[config.mk]
export PLATFORM = sky130hd
export DESIGN_NAME = c8ic_ram
export DESIGN_NICKNAME = d
export VERILOG_FILES = /design/src/rtl/core/chip8_instruction_core_assert.svh /design/src/rtl/core/c8ic_ram.sv
export SDC_FILE = /design/constraint.sdc
export NUM_CORES = 1
export LEC_CHECK = 0
export ABC_AREA = 1
export BUFFER_PORTS_ARGS = -buffer_cell sky130_fd_sc_hd__buf_2
export CORE_UTILIZATION = 55
export DETAILED_ROUTE_END_ITERATION = 12
export GPL_ROUTABILITY_DRIVEN = 0
export PLACE_DENSITY = 0.8
export SLEW_MARGIN = 10
export SYNTH_ARGS = -nofsm -noshare
export SYNTH_HDL_FRONTEND = slang
export SYNTH_SLANG_ARGS = --single-unit
[constraint.sdc]
create_clock -name clk -period 3.2 [get_ports clk]
set_clock_uncertainty 0.1 [all_clocks]
set_input_delay 0.48 -clock clk [delete_from_list [all_inputs] [get_ports clk]]
set_output_delay 0.48 -clock clk [all_outputs]
set_load 0.05 [all_outputs]
[src/rtl/core/chip8_instruction_core_assert.svh]
// Assertion macros for the instruction core.
`ifndef CHIP8_INSTRUCTION_CORE_ASSERT_SVH
`define CHIP8_INSTRUCTION_CORE_ASSERT_SVH

// Same-cycle implication.
`define C8IC_ASSERT_NOW(label, ante, cons) \
  label: assert property (@(posedge clk) disable iff (rst) (ante) |-> (cons)) \
    else $error("assertion failed");

// Next-cycle implication.
`define C8IC_ASSERT_NEXT(label, ante, cons) \
  label: assert property (@(posedge clk) disable iff (rst) (ante) |=> (cons)) \
    else $error("assertion failed");

`endif

[src/rtl/core/c8ic_ram.sv]
module c8ic_ram #(
  parameter int WIDTH = 8,
  parameter int DEPTH = 16
) (
  input  logic                     clk,
  input  logic                     we,
  input  logic [$clog2(DEPTH)-1:0] waddr,
  input  logic [WIDTH-1:0]         wdata,
  input  logic [$clog2(DEPTH)-1:0] raddr,
  output logic [WIDTH-1:0]         rdata
);

  logic [WIDTH-1:0] mem [DEPTH];

  always_ff @(posedge clk) begin
    if (we) begin
      mem[waddr] <= wdata;
    end
    rdata <= mem[raddr];
  end

endmodule

Word-level counts from Yosys, hierarchy flattened
Memory sizes are Yosys's and may differ from the RTL's. A register that Yosys moved wholly into a read port is not among the register bits. Index checks and enable logic that the tools add are counted.

Latch bits: 0. Output and inout port bits: 8. Memories: 1. Logic and storage cells: 3. ROM bits: 0. Memory bits (writable): 128. Bits in registers: 0. Bits of input ports: 18.

Memories: mem (words 16, bits a word 8, rd ports 1, clocked after memory_dff 1, write ports 1, RTL line c8ic_ram.sv:13) `logic [WIDTH-1:0] mem [DEPTH];`.

Reduce and logical (&&, ||, !) cells: 0. Bitwise operators: 0. $mul: 0. Multiplexer cells: 2. Magnitude comparators: 0. Shift-type cells: 0. Div/mod/pow operators: 0. Eq/ne operators: 0. $add $sub $neg: 0.

Operators by type and width (number): 1-bit 2-to-1 mux (2).

Depth between registers and ports, before layout
Depth in word-level cells: 2. Depth in mapped cells: 8. Depth with buffers taken out: 7.

Worst setup path after synthesis
No wires, ideal clock.

Kind: input -> register. Start point: input port waddr[2]. End point: memory mem[10][0], enable pin. Stages on the path: 2. Data arrival time: 1.061 ns. Data required time: 2.730 ns. Path buffers: 0. Slack: 1.669 ns. Path through: nand3b_1 nor2_1.

RTL lines: start: declaration (RTL line c8ic_ram.sv:7) `input logic [$clog2(DEPTH)-1:0] waddr,`; end: declaration (RTL line c8ic_ram.sv:13).

No word-level cell before the write port.

Final worst setup path
Start point: register rdata[6], read port of mem. End point: output port rdata[6].

RTL lines: start: declaration (RTL line c8ic_ram.sv:10) `output logic [WIDTH-1:0] rdata`.

No word-level cell between the ends.

==> impl_metrics.yaml <==
outcome:
  outcome: "complete, no violations"
yosys:
  synthCells: 551
  syn_area_per_cell_um2: 10.5
  synthMostInstantiatedCell: "nand2_1"
  synth_top_area_share_pct: 66.7
  synth_area_um2: 5770
  yosys-top-cells-count: "173 x nand2_1, 128 x edfxtp_1, 100 x inv_1, 97 x nand3_1, 17 x nor2_1"
  ys_warn_count: 0
  syn_nets: 569
  async_reset_ff_share_pct: 0
  synth_top_area_cell: "edfxtp_1"
  synth_area_leaders: "edfxtp_1 67%, nand2_1 11%, nand3_1 8.4%, inv_1 6.5%, dfxtp_1 2.8%"
  synth_seq_cells: 136
  yosys_most_used_dff: "edfxtp_1"
  synth-edff-count: 128
  ys_seq_area_share_pct: 69.4
  synth_cell_types: 12
job:
  max_cap_viol_count: 0
clock_tree:
  numCtsBuffers: 17
  cts.sinks: 136
  clk_pin_slew_ns: 0.06
  cts_tree: "built"
  h-tree-depth: 4
  clk_path_buf_depth: 2
  postCtsSetupBuffers: 0
  cts_resized: 0
  worstSkewPairLatency_ns: 0.51
  cts_hold_buf: 0
  clock-root-buffer: "clkbuf_8"
power_and_ir_drop:
  p_int_mw: 3.31
  combinationalPowerShare_pct: 6.4
  p_per_area_nw_per_um2: 650
  seq_power_share_pct: 47.3
  p_leak_nw: 2.82
  swShare_pct: 21.9
  peakVddDrop_mv: 0.407
  p_sw_mw: 0.928
  p_total_mw: 4.24
  p_clk_share_pct: 46.3
global_route:
  antenna_found_initial: 0
  grt_pass1_wl_um: 19300
  grt-ovfl-total: 0
  grt_max_degree: 65
  gr-usage-all-layers_pct: 24.1
  grt_pass1_vias: 3721
timing:
  fmax_ghz: 0.579
  setup_viol_count_final: 0
  hold_ws_ns: 0.217
  fin_crit_sh_pct: 54.0
  tns_ns: 0
  period_needed_ns: 1.73
  worst_pin_slew_ns: 0.810
  relSlewSlack_pct: 45.8
  grt_setup_unrepaired: "no"
  hold_viol: 0
  slew_viol_final: 0
die:
  die_area_um2: 10900
  num_rows: 37
  die-height_um: 104
  core_um2: 10200
  die_w_um: 104
  start_util_pct: 56.4
  ios: 26
critical_path:
  crit_path_top_delay_cell: "dfxtp_1"
  worstPathRequired_ns: 2.62
  crit_chain: "buf_2"
  cp.arrival_ns: 1.15
  critPathLaunchType: "register"
  end_kind: "primary output"
  path_buf_inv: 1
  slowest_delay_ns: 0.36
  crit_family: "flip-flops"
  crit_fanout: 1
  critPathKind: "register to primary output"
detailed_routing:
  antenna_left: 0
  routed_wl_um: 12500
  first_pass_iters: 7
  avgRoutedWirePerCell_um: 17.3
  num_vias: 3845
  drt-initial-drc-count: 397
  drc: 0
  vias_per_cell: 5.33
finish:
  final_cell_area_um2: 6510
  num-nets-final: 592
  drive_gt1_share_pct: 9.90
  antenna_cells: 0
  area_delta_synth_final_pct: 12.9
worst_hold_path:
  hp-class: "primary input to register"
placed_design:
  place.detailed.hpwl_um: 7380
  dpl-instance-area_um2: 5920
  io_buffers: 25
==> power by group through the flow <==
stage          registers [mW]  clock network, mW  logic (mW)
6_report                 2.01               1.96       0.270
3_5_place_dp             2.04                  0       0.264
5_1_grt                  2.01               2.05       0.292
4_1_cts                  2.01               1.96       0.269
3_3_place_gp             2.04                  0       0.261
2_1_floorplan            2.08                  0       0.140
==> cell type report <==
type	instances	area [um2]
Multi-Input combinational cell	289	1210
Clock inverter	14	180
Tap cell	136	170
Timing Repair Buffer	28	148
Inverter	102	383
Fill cell	758	3720
Sequential cell	136	4000
Clock buffer	17	414
==> path summary, 6_finish.rpt <==
check / startpoint / endpoint / slack (ns) / cells past startpoint
max: rdata[6] / rdata[6] / 1.47 / 1
min: raddr[3] / rdata[7] / 0.22 / 3
max reg2reg: mem[1][5] / rdata[5] / 2.01 / 6
min reg2reg: mem[10][7] / rdata[7] / 0.56 / 6
==> through the flow <==
stage                     util (%)  setup slack [ns]  std cells
after floorplan                  -              1.67        551
after global placement        57.8              1.07        691
after detailed placement      57.8              1.03        691
after CTS                     63.7              1.47        722
after global routing          63.7              1.39        722
final                         63.7              1.47        722
==> metal layers <==
layer	track usage [%]	vias to the layer above	routed length (um)
met5	0	-	0
met4	10.1	0	303
met3	5.14	30	1120
met2	39.4	189	6200
met1	31.2	1802	4860
li1	-	1824	-
==> worst min-delay path, cell delays in order <==
cell     delay (ns)
buf_2          0.16
nand3_1        0.10
nand2_1        0.04
==> cells by family (layout without fill, tap and decap cells) <==
group                  Yosys count  count (layout)  synth area share (%)
and+or+nand+nor                289             289                  21.0
DFF                            136             136                  69.4
buffers and inverters          126             161                  9.52
==> sequential cells by signal, indices dropped and copies added (netlist names) <==
| name | cells |
|---|---|
| mem | 128 |
| rdata | 8 |
==> cell usage in the layout, fill, tap and decap left out, types with 2 or more instances in the layout <==
master / n
edfxtp_1: 128
nand3b_1: 2
nor2_1: 17
inv_6: 2
inv_1: 100
clkbuf_16: 16
nand2_1: 173
nand3_1: 97
inv_2: 2
clkinv_1: 3
buf_4: 3
clkinv_2: 3
dfxtp_1: 8
bufinv_16: 4
buf_2: 25
(Power assumes the default switching activity.)
