[config.mk]
export PLATFORM = sky130hd
export DESIGN_NAME = c8ic_alu
export DESIGN_NICKNAME = d
export VERILOG_FILES = /design/src/rtl/core/chip8_instruction_core_assert.svh /design/src/rtl/core/c8ic_pkg.sv /design/src/rtl/core/c8ic_alu.sv
export SDC_FILE = /design/constraint.sdc
export NUM_CORES = 1
export LEC_CHECK = 0
export ABC_AREA = 1
export BUFFER_PORTS_ARGS = -buffer_cell sky130_fd_sc_hd__buf_2
export CELL_PAD_IN_SITES_DETAIL_PLACEMENT = 1
export CELL_PAD_IN_SITES_GLOBAL_PLACEMENT = 1
export CORE_UTILIZATION = 35
export DETAILED_ROUTE_END_ITERATION = 12
export PLACE_DENSITY_LB_ADDON = 0.2
export SYNTH_ARGS = -nofsm -noshare
export SYNTH_HDL_FRONTEND = slang
export SYNTH_SLANG_ARGS = --single-unit
[constraint.sdc]
create_clock -name vclk -period 2.8
set_input_delay 0.56 -clock vclk [all_inputs]
set_output_delay 0.56 -clock vclk [all_outputs]
set_load 0.02 [all_outputs]
[src/rtl/core/chip8_instruction_core_assert.svh]
// Assertion macros for the instruction core.
`ifndef CHIP8_INSTRUCTION_CORE_ASSERT_SVH
`define CHIP8_INSTRUCTION_CORE_ASSERT_SVH

// Same-cycle implication.
`define C8IC_ASSERT_NOW(label, ante, cons) \
  label: assert property (@(posedge clk) disable iff (rst) (ante) |-> (cons)) \
    else $error("assertion failed");

// Next-cycle implication.
`define C8IC_ASSERT_NEXT(label, ante, cons) \
  label: assert property (@(posedge clk) disable iff (rst) (ante) |=> (cons)) \
    else $error("assertion failed");

`endif

[src/rtl/core/c8ic_pkg.sv]
package c8ic_pkg;

  localparam int MEM_DEPTH_DEF     = 4096;
  localparam int STACK_DEPTH_DEF   = 16;
  localparam int SCREEN_WIDTH_DEF  = 64;
  localparam int SCREEN_HEIGHT_DEF = 32;

  localparam logic [11:0] FONT_BASE = 12'h050;
  localparam logic [11:0] PC_RESET  = 12'h200;
  localparam int          FONT_LEN  = 80;

  localparam logic [1:0] KIND_LOAD = 2'd0;
  localparam logic [1:0] KIND_EXEC = 2'd1;
  localparam logic [1:0] KIND_ROW  = 2'd2;

  localparam logic [15:0] OPC_CLS = 16'h00E0;
  localparam logic [15:0] OPC_RET = 16'h00EE;

  localparam logic [3:0] GRP_SYS  = 4'h0;
  localparam logic [3:0] GRP_JP   = 4'h1;
  localparam logic [3:0] GRP_CALL = 4'h2;
  localparam logic [3:0] GRP_SEI  = 4'h3;
  localparam logic [3:0] GRP_SNEI = 4'h4;
  localparam logic [3:0] GRP_SER  = 4'h5;
  localparam logic [3:0] GRP_LDI  = 4'h6;
  localparam logic [3:0] GRP_ADDI = 4'h7;
  localparam logic [3:0] GRP_ALU  = 4'h8;
  localparam logic [3:0] GRP_SNER = 4'h9;
  localparam logic [3:0] GRP_LDX  = 4'hA;
  localparam logic [3:0] GRP_JPV0 = 4'hB;
  localparam logic [3:0] GRP_RND  = 4'hC;
  localparam logic [3:0] GRP_DRW  = 4'hD;
  localparam logic [3:0] GRP_KEY  = 4'hE;
  localparam logic [3:0] GRP_MISC = 4'hF;

  localparam logic [7:0] KEY_SKP  = 8'h9E;
  localparam logic [7:0] KEY_SKNP = 8'hA1;

  localparam logic [7:0] MISC_GDT  = 8'h07;
  localparam logic [7:0] MISC_WKEY = 8'h0A;
  localparam logic [7:0] MISC_SDT  = 8'h15;
  localparam logic [7:0] MISC_SST  = 8'h18;
  localparam logic [7:0] MISC_ADDX = 8'h1E;
  localparam logic [7:0] MISC_FONT = 8'h29;
  localparam logic [7:0] MISC_BCD  = 8'h33;
  localparam logic [7:0] MISC_STR  = 8'h55;
  localparam logic [7:0] MISC_LDR  = 8'h65;

  localparam logic [3:0] ALU_MOV = 4'h0;
  localparam logic [3:0] ALU_OR  = 4'h1;
  localparam logic [3:0] ALU_AND = 4'h2;
  localparam logic [3:0] ALU_XOR = 4'h3;
  localparam logic [3:0] ALU_ADD = 4'h4;
  localparam logic [3:0] ALU_SUB = 4'h5;
  localparam logic [3:0] ALU_SHR = 4'h6;
  localparam logic [3:0] ALU_SBN = 4'h7;
  localparam logic [3:0] ALU_SHL = 4'hE;

  localparam logic [3:0] FLAG_REG = 4'hF;

  typedef enum logic [4:0] {
    S_IDLE, S_CLEAR, S_F1, S_F2, S_VX, S_EXEC, S_WF, S_DRD, S_DWR, S_DEND,
    S_SR, S_SW, S_LR, S_LW, S_B0, S_B1, S_B2, S_ROW
  } state_t;

  typedef struct packed {
    logic       we;
    logic [7:0] val;
    logic       fwe;
    logic       flag;
  } alu_t;

  localparam logic [7:0] FONT_ROM [FONT_LEN] = '{
    8'hF0, 8'h90, 8'h90, 8'h90, 8'hF0, 8'h20, 8'h60, 8'h20, 8'h20, 8'h70,
    8'hF0, 8'h10, 8'hF0, 8'h80, 8'hF0, 8'hF0, 8'h10, 8'hF0, 8'h10, 8'hF0,
    8'h90, 8'h90, 8'hF0, 8'h10, 8'h10, 8'hF0, 8'h80, 8'hF0, 8'h10, 8'hF0,
    8'hF0, 8'h80, 8'hF0, 8'h90, 8'hF0, 8'hF0, 8'h10, 8'h20, 8'h40, 8'h40,
    8'hF0, 8'h90, 8'hF0, 8'h90, 8'hF0, 8'hF0, 8'h90, 8'hF0, 8'h10, 8'hF0,
    8'hF0, 8'h90, 8'hF0, 8'h90, 8'h90, 8'hE0, 8'h90, 8'hE0, 8'h90, 8'hE0,
    8'hF0, 8'h80, 8'h80, 8'h80, 8'hF0, 8'hE0, 8'h90, 8'h90, 8'h90, 8'hE0,
    8'hF0, 8'h80, 8'hF0, 8'h80, 8'hF0, 8'hF0, 8'h80, 8'hF0, 8'h80, 8'h80
  };

  function automatic logic [7:0] font_byte(input logic [11:0] a);
    logic [11:0] off;
    logic [7:0]  res;
    off = a - FONT_BASE;
    res = 8'h00;
    if (a >= FONT_BASE && off < 12'(FONT_LEN)) begin
      res = FONT_ROM[off[6:0]];
    end
    return res;
  endfunction

endpackage

[src/rtl/core/c8ic_alu.sv]
module c8ic_alu import c8ic_pkg::*; (
  input  logic [3:0] op,
  input  logic [7:0] vx,
  input  logic [7:0] vy,
  output alu_t       res
);

  logic [8:0] sum;
  logic [8:0] dxy;
  logic [8:0] dyx;

  assign sum = {1'b0, vx} + {1'b0, vy};
  assign dxy = {1'b0, vx} - {1'b0, vy};
  assign dyx = {1'b0, vy} - {1'b0, vx};

  always_comb begin
    res = '{we: 1'b1, val: 8'h00, fwe: 1'b1, flag: 1'b0};
    unique case (op)
      ALU_MOV: begin
        res.val = vy;
        res.fwe = 1'b0;
      end
      ALU_OR:  res.val = vx | vy;
      ALU_AND: res.val = vx & vy;
      ALU_XOR: res.val = vx ^ vy;
      ALU_ADD: begin
        res.val  = sum[7:0];
        res.flag = sum[8];
      end
      ALU_SUB: begin
        res.val  = dxy[7:0];
        res.flag = ~dxy[8];
      end
      ALU_SHR: begin
        res.val  = {1'b0, vy[7:1]};
        res.flag = vy[0];
      end
      ALU_SBN: begin
        res.val  = dyx[7:0];
        res.flag = ~dyx[8];
      end
      ALU_SHL: begin
        res.val  = {vy[6:0], 1'b0};
        res.flag = vy[7];
      end
      default: begin
        res.we  = 1'b0;
        res.fwe = 1'b0;
      end
    endcase
  end

endmodule

Yosys cells after proc, flatten, opt, wreduce, memory -nomap -nowiden
Cells that the tools add are included.
W data, S select, Z words.
- register bits after elaboration: 0
- input port bits: 20
- output and inout bits: 11
- word-level logic and storage cells: 23
- add/sub/neg operators: 3
- equality and inequality tests: 8
- mux-type cells: 4
- bitwise logic cells: 5
- reductions and logical operators: 3
- operators by type and width (operator ; count):
    $pmux W8 S9 ; 1
    $sub A8 B8 Y9 ; 2
    $eq A4 B3 Y1 const B ; 4
    $add A8 B8 Y9 ; 1
    $reduce_or A9 Y1 ; 1
    $and A8 B8 Y8 ; 1
    $eq A4 B2 Y1 const B ; 2
    $or A8 B8 Y8 ; 1
    $reduce_or A8 Y1 ; 1
    $xor A8 B8 Y8 ; 1
    $pmux W1 S5 ; 1
    $eq A4 B1 Y1 const B ; 1
    $eq A4 B4 Y1 const B ; 1
    $logic_not A4 Y1 ; 1
    $mux W1 ; 2
    $not A1 Y1 ; 2

Depth between registers and ports, before layout
Gate-level depths: netlist of run 1.
- depth after elaboration: 3
- gate-level depth with buffers: 13
- gate-level depth less buffers: 12

Worst setup path after synthesis of run 1
No wires, ideal clock.
- kind: in2out
- start point: input port vy[0]
- end point: output port res[6] in the netlist's numbering
- data arrival time: 1.944 ns
- data required time: 2.240 ns
- setup slack: 0.296 ns
- stages on the path: 10
- buffers on the path: 0
- cell sequence: inv_1 -> ha_1 -> fa_1 -> o21ai_0 -> and2_1 -> nand2_1 -> nand2_1 -> nor2_1 -> nor2_1 -> nand3_1
- RTL lines (element ; line ; text):
    start: declaration ; c8ic_alu.sv:4 ; input logic [7:0] vy,
    end: declaration ; c8ic_alu.sv:5 ; output alu_t res

==> results of run 1 <==
-- stage by stage --
stage	worst slack [ps]	hold WS [ps]	setup TNS (ps)	util, %	std cells
3_3_place_gp	53.87	1469	0	45.14	441
4_1_cts	16.51	1474	0	45.24	441
5_1_grt	-1.449	1480	-1.449	47.07	441
3_5_place_dp	-19.84	1471	-29.53	45.14	441
2_1_floorplan	295.5	1242	0	-	323
6_report	106.6	1473	0	47.07	441
-- how the worst max path moves through the flow --
stage                from     end  slack, ps  depth (start not counted)
floorplan           vy[0]  res[6]        300                         10
global placement    vx[0]  res[6]         50                         11
detailed placement  vy[0]  res[6]        -20                         12
CTS                 vy[0]  res[6]         20                         12
global route        vy[0]  res[6]         -1                         12
finish              vy[0]  res[3]        110                          8
-- power breakdown --
part           switching, W  internal (W)
Combinational      0.000254      0.000161
Clock                     0             0
Sequential                0             0
Total              0.000254      0.000161
-- critical path: cells and delay by family --
kind	cells	cell delay (ps)
fa+ha+maj	2	650
buf+inv	3	400
compound gates	1	80
simple gates	2	430
-- layer usage --
layer	up-vias	part of all wire [%]	track usage, %	wire (um)
met5	-	0	0	0
met4	0	1.1	2.778	75
met3	7	3.2	0.6775	218
li1	1137	-	-	-
met2	45	47	46.46	3207
met1	1074	48	35.95	3268
-- placed cells by master, fill, tap and decap left out, drive strengths merged --
cell type / instances
a211oi: 1
a21oi: 16
a221oi: 1
and2: 2
buf: 56
fa: 3
ha: 34
inv: 57
nand2: 98
nand3: 36
nand3b: 2
nand4: 9
nor2: 28
nor3: 4
nor3b: 1
nor4: 1
o211ai: 4
o21ai: 12
o221ai: 1
o22ai: 5
or2: 2
xnor2: 1
-- logic make-up after synthesis --
| logic type | count (synthesis) | synth area share, % |
|---|---|---|
| AOI/OAI and AO/OA | 40 | 12.72 |
| xor gates and xnor gates | 1 | 0.4815 |
| adders and majority gates | 37 | 26.69 |
| buffers and inverters | 62 | 14.92 |
| and+or+nand+nor | 183 | 45.19 |
-- synthesized netlist by cell type, drive strengths merged --
cell type and n:
or2 2, bufbuf 1, o221ai 1, buf 4, fa 3, nand2 98, nor4 1, o211ai 4
ha 34, nand3b 2, a221oi 1, o21ai 12, inv 57, and2 2, o22ai 5, a21oi 16
nor3b 1, xnor2 1, a211oi 1, nor2 28, nand4 9, nand3 36, nor3 4
-- final cells by class --
| type | instances | area [sq um] |
|---|---|---|
| Inverter | 57 | 214.0 |
| Timing Repair Buffer | 56 | 345.3 |
| Fill cell | 710 | 2566 |
| Multi-Input combinational cell | 261 | 1639 |
| Tap cell | 67 | 83.83 |
-- what timing repair did --
item	CTS	global route
hold endpoints to repair	0	0
gates resized for setup	3	22
gates cloned	0	0
endpoints found under the setup margin	2	5
hold buffers	0	0
==> impl_metrics.yaml, run 1 <==
outcome:
  run_status: "complete, no violations"
placement:
  io_buffers: 31
  gp_routability_congestion: 0.9200
  place.detailed.hpwl_um: 5866
  place_area_sq_um: 2188
yosys:
  sequential_fraction_of_the_synthesis_area_pct: 0
  netlist-cell-type-count: 31
  yosys.area.top_type: "sky130_fd_sc_hd__ha_1"
  combined_area_of_all_synthesized_cells_sq_um: 1819
  synthesis.nets: 380
  most_area_consuming_cells_after_synthesis: "sky130_fd_sc_hd__ha_1, sky130_fd_sc_hd__nand2_1, sky130_fd_sc_hd__inv_1, sky130_fd_sc_hd__nand3_1, sky130_fd_sc_hd__nor2_1"
  yosys_warnings: 0
  syn-instance-count: 323
  yosysTopAreaCellShare_pct: 23.38
  per_instance_average_area_after_synthesis_sq_um: 5.632
die:
  die-area_sq_um: 5490
  core_area_sq_um: 4848
  initial_utilization_pct: 37.52
  row_count: 25
  die_w_um: 74.10
  die_y_um: 74.10
  top_level_ports: 31
timing:
  maxSlewHeadroom_pct: 70.43
  slew_viol_final: 0
  timing.final.hold_violations: 0
  setup_viol_count_final: 0
  clock.fmax_mhz: 371.3
  min_period_ps: 2693
  final_min_period_over_clock_period_pct: 96.19
  worst-slew-pin-transition_ps: 441.9
final_layout:
  antenna_cells: 0
  share_of_cells_above_drive_strength_1_pct: 23.53
  post-route-cell-area_sq_um: 2282
  numSequentialCells: 0
  layout.clock_buffers: 0
  layout.area.seq_sq_um: 0
  num-nets-final: 433
  syn_to_final_growth_pct: 25.45
power:
  fin_total_pwr_w: 0.0004146
  pwr_density_cell_nw_per_um2: 181.7
  leakage_nw: 1.253
  peakVddDrop_uv: 70.40
detailed_routing:
  antenna_violating_nets_post_route: 0
  drt-total-wl_um: 6770
  drt_drc_violations_left: 0
  dr.pass1.iters: 4
  drt-wirelength-per-cell_um: 15.35
  drt_initial_violations: 95
  dr_total_vias: 2263
  detailed_route_vias_per_instance: 5.132
setup_path:
  timing.setup.critical_path_class: "input port to output pin"
  worst_path_most_repeated_cell: "sky130_fd_sc_hd__buf_2"
  cp_data_arrival_time_ps: 2130
  cp_cell_sequence: "buf_2, buf_4, ha_1, fa_2, nor4_1, a211oi_1, nand3_1, buf_2"
  required_time_at_the_worst_slack_endpoint_ps: 2240
  worstSetupStartpointType: "input port"
  critical_path.slowest_cell: "sky130_fd_sc_hd__fa_2"
  worst-path-max-fanout: 3
  critPathCaptureType: "output pin"
  crit_path_largest_cell_delay_ps: 440
hold_path:
  worst_hold_launch: "op[3]"
  worst_hold_path_type: "input port to output pin"
  timing.hold.worst_endpoint: "res[10]"
  worst_hold_path.num_cells: 3
flow_run:
  cap_viol_max_count: 0
global_route:
  groute.usage.overall_pct: 26.06
  grt_pass1_vias: 2308
  grt_max_degree: 10
  grt_pass1_wl_um: 10940
  grt_overflow: 0
  grt_antenna_before_repair: 0
clock_network:
  cts.repair_timing.setup_buffer_count: 0
Note: power is estimated with default switching activity, not from simulation.
==> run 2, diff against run 1 <==
- REMOVE_ABC_BUFFERS: default -> 1
- SETUP_SLACK_MARGIN: default -> 0.15
==> run 2 against run 1 <==
Global-route usage is 1.2 points higher. Combinational power increased by 15%. Flip-flop and latch count unchanged. First-iteration DRC count up 9.5%. Routed wire length grew 10%. Non-clock buffer count rose by 4. Clock-buffer cell count did not move. Power up 15%. Setup slack gained 46 ps. Largest power group unchanged. Highest routed layer unchanged.
==> impl_metrics.yaml, run 2 (synthesis gave the netlist of run 1 again) <==
global_route:
  groute.layer.met3.usage_pct: 0.8130
  groute.layer.met2.usage_pct: 50.00
  groute.usage.overall_pct: 27.25
  grt_overflow: 0
  grt_pass1_vias: 2371
  grt_pass1_wl_um: 11470
  grt_met1_use_pct: 36.46
  grt_max_degree: 9
  grt-busiest-layer: "met2"
  grt_antenna_before_repair: 0
die:
  die-area_sq_um: 5490
  die_y_um: 74.10
  die_w_um: 74.10
  initial_utilization_pct: 37.52
  core_area_sq_um: 4848
  top_level_ports: 31
  row_count: 25
timing:
  rsz0062_at_grt: "true"
  worst-slew-pin-transition_ps: 431.3
  min_period_ps: 2647
  setup_viol_count_final: 0
  timing.final.hold_violations: 0
  final.setup.worst_slack_ps: 152.8
  tns_ps: 0
  maxSlewHeadroom_pct: 71.14
  final_min_period_over_clock_period_pct: 94.54
  slew_viol_final: 0
  clock.fmax_mhz: 377.8
placement:
  io_buffers: 31
  pre_cts_worst_setup_slack_ps: -58.86
  place.detailed.hpwl_um: 5716
  gp_routability_congestion: 0.9374
setup_path:
  required_time_at_the_worst_slack_endpoint_ps: 2240
  cp_cell_sequence: "buf_6, buf_6, ha_4, fa_2, nand2_2, nand3_2, nand2_2, o21ai_1, a21oi_1, nor2_1, nand3_1, buf_6"
  critPathCaptureType: "output pin"
  crit_path_largest_cell_delay_ps: 360
  crit_family: "adder cells"
  worst-path-max-fanout: 3
  worstSetupStartpointType: "input port"
  worst_path_most_repeated_cell: "sky130_fd_sc_hd__buf_6"
  critical_path.slowest_cell: "sky130_fd_sc_hd__fa_2"
  cp-startpoint: "vy[0]"
  timing.setup.critical_path_class: "input port to output pin"
  cp_data_arrival_time_ps: 2090
  critical_path_buf_inv_count: 3
detailed_routing:
  dr.pass1.iters: 4
  drt_initial_violations: 104
  drt_drc_violations_left: 0
  drt-wirelength-per-cell_um: 16.74
  drt-total-wl_um: 7451
  detailed_route_vias_per_instance: 5.290
  antenna_violating_nets_post_route: 0
  dr_total_vias: 2354
final_layout:
  share_of_cells_above_drive_strength_1_pct: 31.48
  numSequentialCells: 0
  finalCoreUtilization_pct: 51.46
  antenna_cells: 0
  layout_common_cells: "sky130_fd_sc_hd__nand2_1, sky130_fd_sc_hd__inv_1, sky130_fd_sc_hd__nand3_1, sky130_fd_sc_hd__buf_4, sky130_fd_sc_hd__buf_2"
  num-nets-final: 437
  num-fill-cells: 689
  layout.area.seq_sq_um: 0
  syn_to_final_growth_pct: 37.14
  mostFrequentLayoutCell: "sky130_fd_sc_hd__nand2_1"
  multiInputGateArea_sq_um: 1784
  layout.clock_buffers: 0
power:
  pwr_density_cell_nw_per_um2: 191.5
  peakVddDrop_uv: 76.63
  fin_total_pwr_w: 0.0004777
  leakage_nw: 1.307
hold_path:
  worst_hold_launch: "op[3]"
  worst_hold_path_type: "input port to output pin"
outcome:
  run_status: "complete, no violations"
flow_run:
  cap_viol_max_count: 0
run 2: changes by cell type in the layout (fill, tap and decap cells not counted), moves of 3 or more:
cell,change
sky130_fd_sc_hd__a21oi_1,-4
sky130_fd_sc_hd__buf_2,-5
sky130_fd_sc_hd__buf_4,+3
sky130_fd_sc_hd__buf_6,+6
sky130_fd_sc_hd__ha_2,-3
sky130_fd_sc_hd__ha_4,+5
sky130_fd_sc_hd__inv_1,-5
sky130_fd_sc_hd__inv_2,+4
sky130_fd_sc_hd__nand2_1,-5
sky130_fd_sc_hd__nand2_2,+5
sky130_fd_sc_hd__nand3_1,-5
sky130_fd_sc_hd__nand3_2,+5
sky130_fd_sc_hd__o21ai_0,-3
run 2: path summary, 6_finish.rpt:
path	endpoint	slack (ps)	cells past startpoint
worst max-delay path	res[6]	150	12
worst min-delay path	res[10]	1470	3
run 2: metrics by stage:
| stage | instance area, sq um | hold slack [ps] | cells |
|---|---|---|---|
| after global routing | 2495 | 1486 | 445 |
| final | 2495 | 1470 | 445 |
| after global placement | 2181 | 1468 | 440 |
| after floorplan | 1762 | 1242 | 318 |
| after detailed placement | 2181 | 1471 | 440 |
| after CTS | 2340 | 1474 | 443 |
run 2: power by group:
part / switching [W] / leakage [nW] / total (W) / internal (W)
clock network: 0 / 0 / 0 / 0
logic: 0.000287 / 1.31 / 0.000478 / 0.000191
registers: 0 / 0 / 0 / 0
run 2: area by class of cell:
type / instances / area share, %
inverters: 57 / 8.676
multi-input cells: 261 / 71.51
well taps: 67 / 3.360
repair buffers: 60 / 16.45
run 2: repair_timing:
action / in CTS / in global routing
buffers inserted: 3 / 2
hold buffers: 0 / 0
endpoints found under the setup margin: 6 / 7
resized for setup: 32 / 41
pin swaps: 6 / 19
run 2: routing by layer:
layer	wire length, um	part of all wire (%)	vias up
li1	-	-	1149
met1	3361	45	1141
met2	3714	50	58
met3	306	4.1	6
met4	69	0.93	0
met5	0	0	-
==> run 3, diff against run 2 <==
- CORE_UTILIZATION: 35 -> 40
==> run 3 against run 2 <==
Power up 6.7%. Via count up 11%. Flip-flop and latch count unchanged. First-iteration DRC count is 61% higher. Critical path depth is the same.
==> impl_metrics.yaml, run 3 (synthesis gave the netlist of run 1 again) <==
power:
  share_clk_of_total_power_pct: 0
  peakVddDrop_uv: 93.39
  switchingPower_w: 0.0003072
  pwr_density_cell_nw_per_um2: 204.0
  leakage_nw: 1.324
  power.share.sequential_pct: 0
  comb_power_share_pct: 100.0
  netSwitchingFraction_pct: 60.24
  internal-power_w: 0.0002027
final_layout:
  mostFrequentLayoutCell: "sky130_fd_sc_hd__nand2_1"
  layout.clock_buffers: 0
  syn_to_final_growth_pct: 37.41
  num-nets-final: 445
  layout_common_cells: "sky130_fd_sc_hd__nand2_1, sky130_fd_sc_hd__inv_1, sky130_fd_sc_hd__buf_4"
  antenna_cells: 0
  numSequentialCells: 0
  num-fill-cells: 612
  post-route-cell-area_sq_um: 2500
  layout.area.seq_sq_um: 0
  finalCoreUtilization_pct: 57.41
  share_of_cells_above_drive_strength_1_pct: 30.83
timing:
  tns_ps: 0
  rsz0062_at_grt: "true"
  timing.final.hold_violations: 0
  slew_viol_final: 0
  clock.fmax_mhz: 358.8
  final_min_period_over_clock_period_pct: 99.53
  setup_viol_count_final: 0
  worst-slew-pin-transition_ps: 446.7
  maxSlewHeadroom_pct: 70.19
  min_period_ps: 2787
global_route:
  groute.usage.overall_pct: 29.82
  grt_overflow: 0
  grt_pass1_wl_um: 11630
  grt_max_degree: 11
  grt_antenna_before_repair: 0
  grt_pass1_vias: 2439
placement:
  place_area_sq_um: 2162
  gp_routability_congestion: 0.9798
  place.detailed.hpwl_um: 5708
  io_buffers: 31
hold_path:
  worst_hold_launch: "op[3]"
  worst_hold_path.num_cells: 3
  timing.hold.worst_endpoint: "res[10]"
  worst_hold_path_type: "input port to output pin"
die:
  initial_utilization_pct: 41.78
  top_level_ports: 31
  die-area_sq_um: 4822
  die_w_um: 69.44
  row_count: 24
  die_y_um: 69.44
  core_area_sq_um: 4354
detailed_routing:
  dr_total_vias: 2602
  dr.pass1.iters: 5
  antenna_violating_nets_post_route: 0
  drt_initial_violations: 167
  detailed_route_vias_per_instance: 5.941
  drt-total-wl_um: 8875
  drt-wirelength-per-cell_um: 20.26
  drt_drc_violations_left: 0
setup_path:
  critPathCaptureType: "output pin"
  worstSetupStartpointType: "input port"
  timing.setup.critical_path_class: "input port to output pin"
  critical_path.slowest_cell: "sky130_fd_sc_hd__fa_2"
  worst-path-max-fanout: 4
  cp_data_arrival_time_ps: 2230
  cp_cell_sequence: "buf_12, inv_6, ha_4, fa_2, o21ai_2, and2_4, nand2_1, nand2_1, nor2_1, nor2_1, nand3_1, buf_6"
  required_time_at_the_worst_slack_endpoint_ps: 2240
  crit_family: "adder cells"
  crit_path_largest_cell_delay_ps: 420
  critical_path_buf_inv_count: 3
flow_run:
  cap_viol_max_count: 0
outcome:
  run_status: "complete, no violations"
-- run 3: cell count changes in the layout (fill, tap and decap cells not counted), moves of 4 or more --
cell	previous run	this run
sky130_fd_sc_hd__nand2_2	8	4
sky130_fd_sc_hd__buf_4	29	39
sky130_fd_sc_hd__nand2_1	90	94
sky130_fd_sc_hd__buf_6	6	2
-- run 3: worst max path at each step --
| stage | slack (ps) | depth (start not counted) | startpoint | endpoint |
|---|---|---|---|---|
| after floorplan | 300 | 10 | vy[0] | res[6] |
| after global routing | -140 | 11 | vx[2] | res[0] |
| after global placement | 20 | 12 | vy[0] | res[6] |
| after detailed placement | -80 | 12 | vy[0] | res[6] |
| final | 10 | 12 | vy[0] | res[6] |
| after CTS | 80 | 11 | vx[0] | res[6] |
-- run 3: layer usage --
layer	global-route usage [%]	part of all wire (%)	vias to the layer above	wire length, um
met4	6.122	4.3	0	381
met3	2.035	6.4	40	568
met2	52.86	48	138	4279
li1	-	-	1172	-
met1	39.49	41	1252	3645
met5	0	0	-	0
-- run 3: repair_timing --
item	CTS	global route
cloned	0	0
hold buffers	0	0
setup buffers	0	13
resized for setup	18	44
endpoints found under the setup margin	6	6
pin swaps	0	11
-- run 3: through the flow --
step | worst slack, ps | hold WS (ps) | instances | total power [W]
after floorplan | 295.3 | 1242 | 318 | 0.0002287
after global placement | 17.19 | 1470 | 425 | 0.0003736
after detailed placement | -82.85 | 1481 | 425 | 0.0003866
after CTS | 80.06 | 1484 | 425 | 0.0004113
after global routing | -143.2 | 1489 | 438 | 0.0005439
final | 13.07 | 1474 | 438 | 0.0005099
-- run 3: power by group through the flow --
stage | registers, W | logic (W) | clock network [W]
5_1_grt | 0 | 0.000544 | 0
3_5_place_dp | 0 | 0.000387 | 0
6_report | 0 | 0.000510 | 0
3_3_place_gp | 0 | 0.000374 | 0
2_1_floorplan | 0 | 0.000229 | 0
4_1_cts | 0 | 0.000411 | 0
-- run 3: cell type report --
type / count / area, sq um / area share [%]
Tap cell: 52 / 65.06 / 2.603
Timing Repair Buffer: 68 / 467.9 / 18.72
Multi-Input combinational cell: 261 / 1742 / 69.67
Inverter: 57 / 225.2 / 9.009
-- run 3: worst min-delay path, stage by stage --
cell                      delay (ps)
sky130_fd_sc_hd__buf_2           140
sky130_fd_sc_hd__nand2_1          70
sky130_fd_sc_hd__buf_2           150
